===== src/dwid_pkg.sv =====
// ----------------------------------------------------------------------------
// dwid_pkg
// Shared types and constants for the deque with indexed delete.
// ----------------------------------------------------------------------------
package dwid_pkg;

  localparam int CMD_W        = 2;
  localparam int VAL_W        = 30;
  localparam int DEF_CAPACITY = 32;

  localparam logic [CMD_W-1:0] CMD_INS_HEAD = 2'd0;
  localparam logic [CMD_W-1:0] CMD_INS_TAIL = 2'd1;
  localparam logic [CMD_W-1:0] CMD_DELETE   = 2'd2;

  typedef enum logic [2:0] {
    ST_IDLE,
    ST_SHIFT_RD,
    ST_SHIFT_WR,
    ST_LIST_FWD,
    ST_LIST_REV,
    ST_EMPTY
  } state_t;

  typedef struct packed {
    logic pass_dir;
    logic list_empty;
    logic insert_refused;
    logic last;
  } meta_t;

  typedef struct packed {
    logic  load;
    meta_t meta;
  } out_req_t;

endpackage


===== src/dwid_in_if.sv =====
// ----------------------------------------------------------------------------
// dwid_in_if
// Command channel: valid/ready handshake with command code and operand.
// ----------------------------------------------------------------------------
interface dwid_in_if;
  logic                          valid;
  logic                          ready;
  logic [dwid_pkg::CMD_W-1:0]    cmd;
  logic [dwid_pkg::VAL_W-1:0]    operand;

  modport source (output valid, output cmd, output operand, input ready);
  modport sink   (input valid, input cmd, input operand, output ready);
endinterface


===== src/dwid_out_if.sv =====
// ----------------------------------------------------------------------------
// dwid_out_if
// Result channel: valid/ready handshake with one listing entry per transfer.
// ----------------------------------------------------------------------------
interface dwid_out_if;
  logic                          valid;
  logic                          ready;
  logic                          pass_dir;
  logic [dwid_pkg::VAL_W-1:0]    element;
  logic                          list_empty;
  logic                          insert_refused;
  logic                          last;

  modport source (output valid, output pass_dir, output element, output list_empty,
                  output insert_refused, output last, input ready);
  modport sink   (input valid, input pass_dir, input element, input list_empty,
                  input insert_refused, input last, output ready);
endinterface


===== src/dwid_mem.sv =====
// ----------------------------------------------------------------------------
// dwid_mem
// Entry store: one write port, one read port with registered read data.
// ----------------------------------------------------------------------------
module dwid_mem #(
  parameter int DEPTH = dwid_pkg::DEF_CAPACITY,
  parameter int WIDTH = dwid_pkg::VAL_W,
  parameter int AW    = (DEPTH > 1) ? $clog2(DEPTH) : 1
) (
  input  logic             clk,
  input  logic             we,
  input  logic [AW-1:0]    waddr,
  input  logic [WIDTH-1:0] wdata,
  input  logic             re,
  input  logic [AW-1:0]    raddr,
  output logic [WIDTH-1:0] rdata
);

  logic [WIDTH-1:0] mem [DEPTH];
  logic [WIDTH-1:0] rdata_r;

  always_ff @(posedge clk) begin
    if (we) begin
      mem[waddr] <= wdata;
    end
  end

  always_ff @(posedge clk) begin
    if (re) begin
      rdata_r <= mem[raddr];
    end
  end

  assign rdata = rdata_r;

endmodule


===== src/dwid_out_stage.sv =====
// ----------------------------------------------------------------------------
// dwid_out_stage
// Result register: holds one listing entry until the sink takes it.
// ----------------------------------------------------------------------------
module dwid_out_stage (
  input  logic                       clk,
  input  logic                       rst_n,
  input  dwid_pkg::out_req_t         req,
  input  logic [dwid_pkg::VAL_W-1:0] rdata,
  output logic                       out_free,
  dwid_out_if.source                 out_chan
);

  logic                       valid_r;
  logic                       valid_nxt;
  dwid_pkg::meta_t            meta_r;
  logic [dwid_pkg::VAL_W-1:0] element_r;

  assign out_free = !valid_r || out_chan.ready;

  always_comb begin
    valid_nxt = valid_r;
    if (req.load) begin
      valid_nxt = 1'b1;
    end else if (out_chan.ready) begin
      valid_nxt = 1'b0;
    end
  end

  always_ff @(posedge clk) begin
    if (!rst_n) begin
      valid_r <= 1'b0;
    end else begin
      valid_r <= valid_nxt;
    end
  end

  always_ff @(posedge clk) begin
    if (req.load) begin
      meta_r    <= req.meta;
      element_r <= req.meta.list_empty ? '0 : rdata;
    end
  end

  assign out_chan.valid          = valid_r;
  assign out_chan.pass_dir       = meta_r.pass_dir;
  assign out_chan.element        = element_r;
  assign out_chan.list_empty     = meta_r.list_empty;
  assign out_chan.insert_refused = meta_r.insert_refused;
  assign out_chan.last           = meta_r.last;

endmodule


===== src/dwid_ctrl.sv =====
// ----------------------------------------------------------------------------
// dwid_ctrl
// Command sequencer: ring pointers, shared slot adder, shift and listing.
// ----------------------------------------------------------------------------
module dwid_ctrl #(
  parameter int CAPACITY = dwid_pkg::DEF_CAPACITY,
  parameter int AW       = (CAPACITY > 1) ? $clog2(CAPACITY) : 1,
  parameter int CW       = $clog2(CAPACITY + 1)
) (
  input  logic                       clk,
  input  logic                       rst_n,
  dwid_in_if.sink                    in_chan,
  output logic                       mem_we,
  output logic [AW-1:0]              mem_waddr,
  output logic [dwid_pkg::VAL_W-1:0] mem_wdata,
  output logic                       mem_re,
  output logic [AW-1:0]              mem_raddr,
  input  logic [dwid_pkg::VAL_W-1:0] mem_rdata,
  input  logic                       out_free,
  output dwid_pkg::out_req_t         out_req
);

  localparam logic [CW-1:0] CAP_C  = CW'(CAPACITY);
  localparam logic [AW-1:0] HEAD_MAX = AW'(CAPACITY - 1);

  dwid_pkg::state_t state_r, state_nxt;
  logic [AW-1:0]    head_r, head_nxt;
  logic [CW-1:0]    count_r, count_nxt;
  logic [CW-1:0]    pos_r, pos_nxt;
  logic             refused_r, refused_nxt;
  logic             pend_r, pend_nxt;
  dwid_pkg::meta_t  meta_r, meta_nxt;

  logic             in_xfer;
  logic             issue_ok;
  logic             full;
  logic [AW-1:0]    head_dec;
  logic [CW-1:0]    pos_p1;
  logic [CW-1:0]    pos_in;
  logic [CW:0]      slot_sum;
  logic [CW:0]      slot_red;
  logic [AW-1:0]    slot;

  assign in_chan.ready = (state_r == dwid_pkg::ST_IDLE) && !pend_r;
  assign in_xfer       = in_chan.valid && in_chan.ready;
  assign issue_ok      = !pend_r || out_free;
  assign full          = (count_r >= CAP_C);
  assign head_dec      = (head_r == '0) ? HEAD_MAX : head_r - AW'(1);
  assign pos_p1        = pos_r + CW'(1);

  // shared slot unit: (head + position) mod CAPACITY
  assign pos_in   = (state_r == dwid_pkg::ST_IDLE)     ? count_r :
                    (state_r == dwid_pkg::ST_SHIFT_RD) ? pos_p1  : pos_r;
  assign slot_sum = (CW+1)'(head_r) + (CW+1)'(pos_in);
  assign slot_red = (slot_sum >= (CW+1)'(CAPACITY)) ? slot_sum - (CW+1)'(CAPACITY)
                                                    : slot_sum;
  assign slot     = slot_red[AW-1:0];

  assign out_req.load = pend_r && out_free;
  assign out_req.meta = meta_r;

  always_comb begin
    state_nxt   = state_r;
    head_nxt    = head_r;
    count_nxt   = count_r;
    pos_nxt     = pos_r;
    refused_nxt = refused_r;
    pend_nxt    = (pend_r && out_free) ? 1'b0 : pend_r;
    meta_nxt    = meta_r;
    mem_we      = 1'b0;
    mem_waddr   = slot;
    mem_wdata   = in_chan.operand;
    mem_re      = 1'b0;
    mem_raddr   = slot;
    case (state_r)
      dwid_pkg::ST_IDLE: begin
        if (in_xfer) begin
          refused_nxt = 1'b0;
          pos_nxt     = '0;
          state_nxt   = dwid_pkg::ST_LIST_FWD;
          case (in_chan.cmd)
            dwid_pkg::CMD_INS_HEAD: begin
              if (full) begin
                refused_nxt = 1'b1;
              end else begin
                head_nxt  = head_dec;
                mem_we    = 1'b1;
                mem_waddr = head_dec;
                count_nxt = count_r + CW'(1);
              end
            end
            dwid_pkg::CMD_INS_TAIL: begin
              if (full) begin
                refused_nxt = 1'b1;
              end else begin
                mem_we    = 1'b1;
                count_nxt = count_r + CW'(1);
              end
            end
            dwid_pkg::CMD_DELETE: begin
              if (dwid_pkg::VAL_W'(count_r) > in_chan.operand) begin
                pos_nxt   = in_chan.operand[CW-1:0];
                state_nxt = dwid_pkg::ST_SHIFT_RD;
              end
            end
            default: begin
            end
          endcase
          if (state_nxt == dwid_pkg::ST_LIST_FWD && count_nxt == '0) begin
            state_nxt = dwid_pkg::ST_EMPTY;
          end
        end
      end
      dwid_pkg::ST_SHIFT_RD: begin
        if (pos_p1 < count_r) begin
          mem_re    = 1'b1;
          state_nxt = dwid_pkg::ST_SHIFT_WR;
        end else begin
          count_nxt = count_r - CW'(1);
          pos_nxt   = '0;
          state_nxt = (count_r == CW'(1)) ? dwid_pkg::ST_EMPTY : dwid_pkg::ST_LIST_FWD;
        end
      end
      dwid_pkg::ST_SHIFT_WR: begin
        mem_we    = 1'b1;
        mem_wdata = mem_rdata;
        pos_nxt   = pos_p1;
        state_nxt = dwid_pkg::ST_SHIFT_RD;
      end
      dwid_pkg::ST_LIST_FWD: begin
        if (issue_ok) begin
          mem_re   = 1'b1;
          pend_nxt = 1'b1;
          meta_nxt = '{pass_dir: 1'b0, list_empty: 1'b0,
                       insert_refused: refused_r, last: 1'b0};
          if (pos_p1 == count_r) begin
            state_nxt = dwid_pkg::ST_LIST_REV;
          end else begin
            pos_nxt = pos_p1;
          end
        end
      end
      dwid_pkg::ST_LIST_REV: begin
        if (issue_ok) begin
          mem_re   = 1'b1;
          pend_nxt = 1'b1;
          meta_nxt = '{pass_dir: 1'b1, list_empty: 1'b0,
                       insert_refused: refused_r, last: (pos_r == '0)};
          if (pos_r == '0) begin
            state_nxt = dwid_pkg::ST_IDLE;
          end else begin
            pos_nxt = pos_r - CW'(1);
          end
        end
      end
      dwid_pkg::ST_EMPTY: begin
        if (issue_ok) begin
          pend_nxt  = 1'b1;
          meta_nxt  = '{pass_dir: 1'b0, list_empty: 1'b1,
                        insert_refused: refused_r, last: 1'b1};
          state_nxt = dwid_pkg::ST_IDLE;
        end
      end
      default: begin
        state_nxt = dwid_pkg::ST_IDLE;
      end
    endcase
  end

  always_ff @(posedge clk) begin
    if (!rst_n) begin
      state_r   <= dwid_pkg::ST_IDLE;
      head_r    <= '0;
      count_r   <= '0;
      pos_r     <= '0;
      refused_r <= 1'b0;
      pend_r    <= 1'b0;
    end else begin
      state_r   <= state_nxt;
      head_r    <= head_nxt;
      count_r   <= count_nxt;
      pos_r     <= pos_nxt;
      refused_r <= refused_nxt;
      pend_r    <= pend_nxt;
    end
  end

  always_ff @(posedge clk) begin
    meta_r <= meta_nxt;
  end

  a_count_bound: assert property (@(posedge clk) disable iff (!rst_n)
    count_r <= CAP_C)
    else $error("entry count above capacity");

  a_head_bound: assert property (@(posedge clk) disable iff (!rst_n)
    head_r <= HEAD_MAX)
    else $error("head slot out of ring");

  a_no_write_in_listing: assert property (@(posedge clk) disable iff (!rst_n)
    (state_r == dwid_pkg::ST_LIST_FWD || state_r == dwid_pkg::ST_LIST_REV) |-> !mem_we)
    else $error("store written during listing");

  a_delete_shrinks: assert property (@(posedge clk) disable iff (!rst_n)
    (state_r == dwid_pkg::ST_SHIFT_RD && !(pos_p1 < count_r))
      |=> count_r == $past(count_r) - CW'(1))
    else $error("delete did not shrink list");

endmodule


===== src/deque_with_indexed_delete.sv =====
// ----------------------------------------------------------------------------
// deque_with_indexed_delete
// Bounded ring list with head/tail insert and indexed delete; lists the
// whole list forward then backward after every command.
// ----------------------------------------------------------------------------
// The first result passes the listing state, the store read and pending registers and the
//   result register, later by the delete shift. Throughput: one result per cycle while
//   listing and out_chan is ready; a command leaving n entries gives 2*n results (one when
//   the list ends empty); a hitting delete first moves each later entry by a read and a write.
// Reset: rst_n clears pointers, count and handshake state; store contents
//   stay undefined and are never read before being written.
module deque_with_indexed_delete #(
  parameter int CAPACITY = dwid_pkg::DEF_CAPACITY
) (
  input logic        clk,
  input logic        rst_n,
  dwid_in_if.sink    in_chan,
  dwid_out_if.source out_chan
);

  localparam int AW = (CAPACITY > 1) ? $clog2(CAPACITY) : 1;
  localparam int CW = $clog2(CAPACITY + 1);

  logic                       mem_we;
  logic [AW-1:0]              mem_waddr;
  logic [dwid_pkg::VAL_W-1:0] mem_wdata;
  logic                       mem_re;
  logic [AW-1:0]              mem_raddr;
  logic [dwid_pkg::VAL_W-1:0] mem_rdata;
  logic                       out_free;
  dwid_pkg::out_req_t         out_req;

  dwid_ctrl #(
    .CAPACITY (CAPACITY),
    .AW       (AW),
    .CW       (CW)
  ) u_ctrl (
    .clk       (clk),
    .rst_n     (rst_n),
    .in_chan   (in_chan),
    .mem_we    (mem_we),
    .mem_waddr (mem_waddr),
    .mem_wdata (mem_wdata),
    .mem_re    (mem_re),
    .mem_raddr (mem_raddr),
    .mem_rdata (mem_rdata),
    .out_free  (out_free),
    .out_req   (out_req)
  );

  dwid_mem #(
    .DEPTH (CAPACITY),
    .WIDTH (dwid_pkg::VAL_W),
    .AW    (AW)
  ) u_mem (
    .clk   (clk),
    .we    (mem_we),
    .waddr (mem_waddr),
    .wdata (mem_wdata),
    .re    (mem_re),
    .raddr (mem_raddr),
    .rdata (mem_rdata)
  );

  dwid_out_stage u_out (
    .clk      (clk),
    .rst_n    (rst_n),
    .req      (out_req),
    .rdata    (mem_rdata),
    .out_free (out_free),
    .out_chan (out_chan)
  );

endmodule

===== src/flat_wrapper.sv =====
// flat-port wrapper written by rule: the top's interface ports become plain ports
module deque_with_indexed_delete_flat 
#(
  parameter int CAPACITY = dwid_pkg::DEF_CAPACITY
)
  (clk, rst_n, in_chan_valid, in_chan_cmd, in_chan_operand, in_chan_ready, out_chan_valid, out_chan_pass_dir, out_chan_element, out_chan_list_empty, out_chan_insert_refused, out_chan_last, out_chan_ready);
  dwid_in_if in_chan_i ();
  dwid_out_if out_chan_i ();
  input logic clk;
  input logic rst_n;
  input wire logic [$bits(in_chan_i.valid)-1:0] in_chan_valid;
  input wire logic [$bits(in_chan_i.cmd)-1:0] in_chan_cmd;
  input wire logic [$bits(in_chan_i.operand)-1:0] in_chan_operand;
  output wire logic [$bits(in_chan_i.ready)-1:0] in_chan_ready;
  output wire logic [$bits(out_chan_i.valid)-1:0] out_chan_valid;
  output wire logic [$bits(out_chan_i.pass_dir)-1:0] out_chan_pass_dir;
  output wire logic [$bits(out_chan_i.element)-1:0] out_chan_element;
  output wire logic [$bits(out_chan_i.list_empty)-1:0] out_chan_list_empty;
  output wire logic [$bits(out_chan_i.insert_refused)-1:0] out_chan_insert_refused;
  output wire logic [$bits(out_chan_i.last)-1:0] out_chan_last;
  input wire logic [$bits(out_chan_i.ready)-1:0] out_chan_ready;
  assign in_chan_i.valid = in_chan_valid;
  assign in_chan_i.cmd = in_chan_cmd;
  assign in_chan_i.operand = in_chan_operand;
  assign in_chan_ready = in_chan_i.ready;
  assign out_chan_valid = out_chan_i.valid;
  assign out_chan_pass_dir = out_chan_i.pass_dir;
  assign out_chan_element = out_chan_i.element;
  assign out_chan_list_empty = out_chan_i.list_empty;
  assign out_chan_insert_refused = out_chan_i.insert_refused;
  assign out_chan_last = out_chan_i.last;
  assign out_chan_i.ready = out_chan_ready;
  deque_with_indexed_delete #(.CAPACITY(CAPACITY)) u_core (.clk(clk), .rst_n(rst_n), .in_chan(in_chan_i), .out_chan(out_chan_i));
endmodule

===== config.mk =====
export PLATFORM = sky130hd
export DESIGN_NAME = deque_with_indexed_delete_flat
export DESIGN_NICKNAME = d
export VERILOG_FILES = /design/src/dwid_pkg.sv /design/src/dwid_in_if.sv /design/src/dwid_out_if.sv /design/src/dwid_mem.sv /design/src/dwid_out_stage.sv /design/src/dwid_ctrl.sv /design/src/deque_with_indexed_delete.sv /design/src/flat_wrapper.sv
export SDC_FILE = /design/constraint.sdc
export NUM_CORES = 1
export LEC_CHECK = 0
export BUFFER_PORTS_ARGS = -buffer_cell sky130_fd_sc_hd__buf_2
export CAP_MARGIN = 0
export CORE_UTILIZATION = 48
export CTS_CLUSTER_SIZE = 12
export DETAILED_ROUTE_END_ITERATION = 6
export PLACE_DENSITY = 0.65
export SYNTH_ARGS = -nofsm -noshare
export SYNTH_HDL_FRONTEND = slang
export SYNTH_SLANG_ARGS = --single-unit
export TNS_END_PERCENT = 10

===== constraint.sdc =====
create_clock -name clk -period 10.73 [get_ports clk]
set_input_delay 0.5365 -clock clk [delete_from_list [all_inputs] [get_ports clk]]
set_output_delay 0.5365 -clock clk [all_outputs]
set_load 0.03 [all_outputs]

After elaboration in Yosys (flattened, before gate mapping) --
Memories as Yosys holds them, arrays and structs flattened. A register that Yosys moved wholly into a read port is not among the register bits. Cells that the tools add are included. Widths: inputs -> output; s select.
Cells by class: $add $sub $neg 7, multipliers 0, div/mod/pow operators 0, $lt $le $gt $ge 4, eq/ne operators 19, shift-type cells 0, mux-type cells 59, bitwise gates (word level) 1, reductions and logical operators 26
Operator list (count):
- $mux 6 | 16
- $mux 3 | 11
- $gt 6x30->1 | 1
- $mux 30 | 1
- $mux 5 | 6
- $pmux 6 s5 | 1
- $ne 2x2->1 const B | 9
- $pmux 3 s6 | 1
- $mux 1 | 14
- $add 6x1->6 const B | 2
- $logic_not 6->1 | 2
- $mux 4 | 3
- $pmux 4 s3 | 1
- $pmux 6 s2 | 1
- $sub 6x1->6 const B | 2
- $sub 5x1->5 const B | 2
- $eq 3x2->1 const B | 3
- $reduce_and 4->1 | 2
- $add 5x6->7 | 1
- $ge 7x6->1 const B | 1
- $reduce_and 7->1 | 1
- $eq 3x3->1 const B | 2
- $eq 6x1->1 const B | 1
- $eq 6x6->1 | 1
- other kinds (22) | 31
Word-level totals: bits in registers 61, bits in latches 0, RAM bits 960, memory bits (read-only) 0, memories kept 1
Memories:
- u_core.u_mem.mem | words 32, bits a word 30, read ports 1, clocked after memory_dff 1, wr ports 1, RTL line dwid_mem.sv:19 | logic [WIDTH-1:0] mem [DEPTH];

Logic depth before layout (Yosys ltp) --
depth after elaboration 10, gate-level depth with buffers 15, gate-level depth less buffers 12

Hierarchy --
Synthesis repeated with hierarchy kept, for this count alone.
Unflattened totals: cell total of the unflattened synthesis 2558, area total of the unflattened synthesis 42564.6 sq um
By module, submodules not included:
- dwid_mem | instances 1, cells an instance 2122, area each 38359.3 sq um, sequential area each 29728.5 sq um
- dwid_ctrl | instances 1, cells an instance 365, area each 2857.7 sq um, sequential area each 560.5 sq um
- dwid_out_stage | instances 1, cells an instance 71, area each 1347.5 sq um, sequential area each 1041.0 sq um

Worst setup path before layout --
OpenSTA, ideal clock, no wires.
kind flip-flop to flip-flop, from register u_core.u_ctrl.state_r[0], to memory u_core.u_mem.mem[15][0] (netlist bit), enable pin, data arrival time 5253 ps, path slack 5022 ps, cell stages (with the launch flop) 16, path buffers 4, clock period less this slack 5708 ps, cell sequence dfxtp_1 clkbuf_1 clkbuf_1 mux2i_1 a21oi_1 ha_1 inv_1 fa_1 nand2b_1 a21oi_1 xor2_1 xor2_2 buf_6 a21boi_4 buf_6 nor3_1
On the way: longest elaborated chain between the ends 10
Ends and longest elaborated chain:
- start, declared | RTL line dwid_ctrl.sv:26 | dwid_pkg::state_t state_r, state_nxt;
- start signal, assigned | RTL line dwid_ctrl.sv:172 | state_r <= dwid_pkg::ST_IDLE;
- start signal, assigned | RTL line dwid_ctrl.sv:179 | state_r <= state_nxt;
- $eq 3x1->1 | RTL line dwid_ctrl.sv:53 | (state_r == dwid_pkg::ST_SHIFT_RD) ? pos_p1 : pos_r;
- $mux 6 | RTL line dwid_ctrl.sv:53
- $mux 6 | RTL line dwid_ctrl.sv:52 | assign pos_in = (state_r == dwid_pkg::ST_IDLE) ? count_r :
- $add 5x6->7 | RTL line dwid_ctrl.sv:54 | assign slot_sum = (CW+1)'(head_r) + (CW+1)'(pos_in);
- $ge 7x6->1 / $sub 5x1->5 (equally long branches) | RTL line dwid_ctrl.sv:55 | assign slot_red = (slot_sum >= (CW+1)'(CAPACITY)) ? slot_sum - (CW+1)'(CAPACITY)
- $mux 5 | RTL line dwid_ctrl.sv:55
- $mux 5 | RTL line dwid_ctrl.sv:83 | if (full) begin
- $mux 5 | RTL line dwid_ctrl.sv:81 | case (in_chan.cmd)
- $mux 5 | RTL line dwid_ctrl.sv:77 | if (in_xfer) begin
- $mux 5 | RTL line dwid_ctrl.sv:75 | case (state_r)
- end, declared | RTL line dwid_mem.sv:19
Several ways; a longest one is shown, not always the timed one.

Worst setup path in the final report --
from register u_core.u_ctrl.state_r[0], to register u_core.u_mem.rdata_r[23] (netlist: u_core.u_mem.rdata[23]), read port of u_core.u_mem.mem (data pin)
On the way: longest elaborated chain between the ends 6
Ends and longest elaborated chain:
- $eq 3x1->1 | RTL line dwid_ctrl.sv:53, dwid_ctrl.sv:75
- $mux 6 | RTL line dwid_ctrl.sv:53
- $mux 6 | RTL line dwid_ctrl.sv:52
- $add 5x6->7 | RTL line dwid_ctrl.sv:54
- $ge 7x6->1 / $sub 5x1->5 (equally long branches) | RTL line dwid_ctrl.sv:55
- $mux 5 | RTL line dwid_ctrl.sv:55
- end, declared | RTL line dwid_mem.sv:20 | logic [WIDTH-1:0] rdata_r;
Several ways; a longest one is shown, not always the timed one. A chain may end at the register's enable or synchronous reset.

==> flow_summary.toml <==
[setup_path]
worst-setup-path-type = "reg -> reg"
startpoint_type = "flop"
crit_path_max_fanout = 121
cp_data_required_time_ns = 11.14
cp.arrival_ns = 6.41
r2r_slack_ns = 4.73
cp-end-kind = "flop"

[timing]
whs_ns = 0.2768
final.period_utilization_pct = 55.92
min_period_ns = 6.000
relSlewSlack_pct = 10.92
hold_viol = 0
setup_violations = 0
fin_tns_setup_ns = 0
slew_viol_final = 0
finClkSkew_ns = 0.01926
fmax_mhz = 166.7
rsz0062_at_grt = "no"
tightestPinTransition_ns = 1.333
fin_ws_ns = 4.730

[placement]
pre_cts_ws_ns = 4.712
port_buffers = 71
dpl.hpwl_um = 59170
placed_cells = 3430
gp_congestion = 0.8473
dpl_cell_area_mm2 = 0.04451

[synth]
synthesis.instances = 2261
syn_avg_cell_area_um2 = 18.80
synth_edf_count = 1028
netlist_area_mm2 = 0.04252
yosysTopAreaCellShare_pct = 72.61
syn_nets = 2320
yosys-top-cells-area = "edfxtp_1 (73%), mux4_2 (13%), mux2i_1 (3.0%)"
synth_warnings = 0
synth.distinct_cells = 74
ys.flop_type = "edfxtp_1"
async_reset_ff_share_pct = 0
yosysTopAreaCell = "edfxtp_1"
synth-seq-cells = 1051
ys_seq_area_share_pct = 73.69

[grt]
grt_max_degree = 122
first_global_vias = 22270
grt_overflow = 0
antenna_found_initial = 1
grt_use_total_pct = 23.56
grt_pass1_wl_um = 153000

[floorplan]
die_y_um = 299.6
io_pins = 72
dieArea_mm2 = 0.08977
core-area_mm2 = 0.08729
floorplan.initialDensity_pct = 48.71
num_rows = 108
die_x_um = 299.6

[routing]
wirelength_um = 104500
drt_iter0_markers = 2299
num_vias = 22152
drc = 0
vias_per_cell = 6.158
drtAntennaViolNets = 0
firstDrtPassIters = 5
post_drt_wl_per_cell_um = 29.06

[clock_tree]
clockBufferDepth = 3
clk_latency_ns = 0.68
clock-sinks = 1051
post_cts_buffers = 0
clockRootBuffer = "clkbuf_16"
cts_tree = "built"
cts_resized = 0
cts_buffers = 105
clk_transition_reported_paths_ns = 0.06
cts_hold_buffers = 0
htreeDepth = 3

[power]
powerDensity_mw_per_mm2 = 347.4
p_sw_uw = 6108
p_int_uw = 10410
combPwrFrac_pct = 45.3
p_clk_share_pct = 20.1
seqPwrFrac_pct = 34.6
p_sw_share_pct = 36.98
cellLeakagePower_uw = 0.01569
peakVddDrop_uv = 427.3

[layout]
area_growth_pct = 11.82
num-fill-cells = 6767
most-common-layout-cells = "edfxtp_1 (1028), nor2_1 (268), mux4_2 (240)"
final_common_cell = "edfxtp_1"
layout.cells.non_filler = 3597
diodes = 0
final_area_mm2 = 0.04754
drive_gt1_share_pct = 22.52
nNetsFinal = 2441

[hold_path]
min-delay-path-class = "in -> reg"

[job]
maxCapViolCount = 0

[run_status]
status = "finished, final reports clean"
==> final timing paths <==
check,from,to,cells after the start
max reg2reg,u_core.u_ctrl.state_r[0],u_core.u_mem.rdata[23],11
max,u_core.u_ctrl.state_r[0],u_core.u_mem.rdata[23],11
min,out_chan_ready,u_core.u_out.out_chan.valid,4
min reg2reg,u_core.u_ctrl.out_req[1],u_core.u_out.out_chan.insert_refused,0
==> power groups by stage <==
stage / logic, uW / registers (uW) / clock network (uW)
3_3_place_gp: 7470 / 5770 / 0
4_1_cts: 7580 / 5720 / 3370
3_5_place_dp: 7550 / 5800 / 0
2_1_floorplan: 5460 / 5700 / 0
6_report: 7480 / 5720 / 3320
5_1_grt: 8010 / 5750 / 3510
==> sequential cells by signal, summed over array words and instances (netlist names) <==
register and cells:
u_core.u_mem.mem 960, u_core.u_mem.rdata 30, u_core.u_out.out_chan.element 30, u_core.u_ctrl.count_r 6
u_core.u_ctrl.pos_r 6, u_core.u_ctrl.head_r 5, u_core.u_ctrl.out_req 4, u_core.u_ctrl.state_r 3
u_core.u_ctrl.pend_r 1, u_core.u_ctrl.refused_r 1, u_core.u_out.out_chan.insert_refused 1, u_core.u_out.out_chan.last 1
u_core.u_out.out_chan.list_empty 1, u_core.u_out.out_chan.pass_dir 1, u_core.u_out.out_chan.valid 1
==> kinds of logic after synthesis <==
kind of cell	count (synthesis)	synth area share [%]
buf+inv	144	1.660
flops	1051	73.69
simple gates	535	5.797
compound gates	121	2.028
fa+ha+maj	23	0.6945
xor+xnor	20	0.4297
mux	367	15.70
==> Yosys cell counts, types with 7 or more instances <==
| master | instances |
|---|---|
| o21ai_0 | 25 |
| nand3_1 | 20 |
| nor3_1 | 18 |
| mux4_2 | 240 |
| ha_1 | 22 |
| inv_1 | 25 |
| and4_1 | 33 |
| o211ai_1 | 7 |
| xnor2_1 | 12 |
| buf_2 | 25 |
| a21oi_1 | 26 |
| mux2i_1 | 127 |
| xor2_1 | 7 |
| nor2_1 | 284 |
| dfxtp_1 | 23 |
| edfxtp_1 | 1028 |
| clkbuf_1 | 72 |
| nor2b_1 | 33 |
| nand2_1 | 105 |
==> cell type report <==
type | instances | area (um2) | share of cell area, %
inverter | 27 | 101.3 | 0.2132
clock inverter | 35 | 225.2 | 0.4737
clock buffer | 132 | 2803 | 5.895
sequential | 1051 | 31330 | 65.90
multi-input combinational | 1066 | 10810 | 22.73
tap | 1155 | 1445 | 3.040
timing repair buffer | 131 | 830.8 | 1.748
==> routing by layer <==
| metal | track usage (%) | part of all wire, % | vias up |
|---|---|---|---|
| met5 | 0 | 0 | - |
| met4 | 6.365 | 2.4 | 0 |
| met3 | 3.856 | 7.4 | 160 |
| met2 | 37.29 | 47 | 958 |
| met1 | 34.23 | 43 | 11763 |
| li1 | - | - | 9271 |
==> through the flow <==
| stage | utilization, % | power (uW) |
|---|---|---|
| finish | 54.46 | 16520 |
| global route | 54.46 | 17270 |
| CTS | 54.46 | 16660 |
| detailed placement | 50.99 | 13350 |
| global placement | 50.99 | 13240 |
| floorplan | - | 11170 |
==> critical path, cell delays in order (launching register included) <==
cell	delay, ns
dfxtp_1	0.84
mux2i_1	0.21
a21oi_1	0.30
ha_4	0.18
inv_1	0.05
fa_4	1.43
buf_4	0.97
buf_12	0.63
mux4_2	0.40
nor2_1	0.11
mux2i_1	0.17
and4_1	0.28
Power figures use the tool's default switching activity.
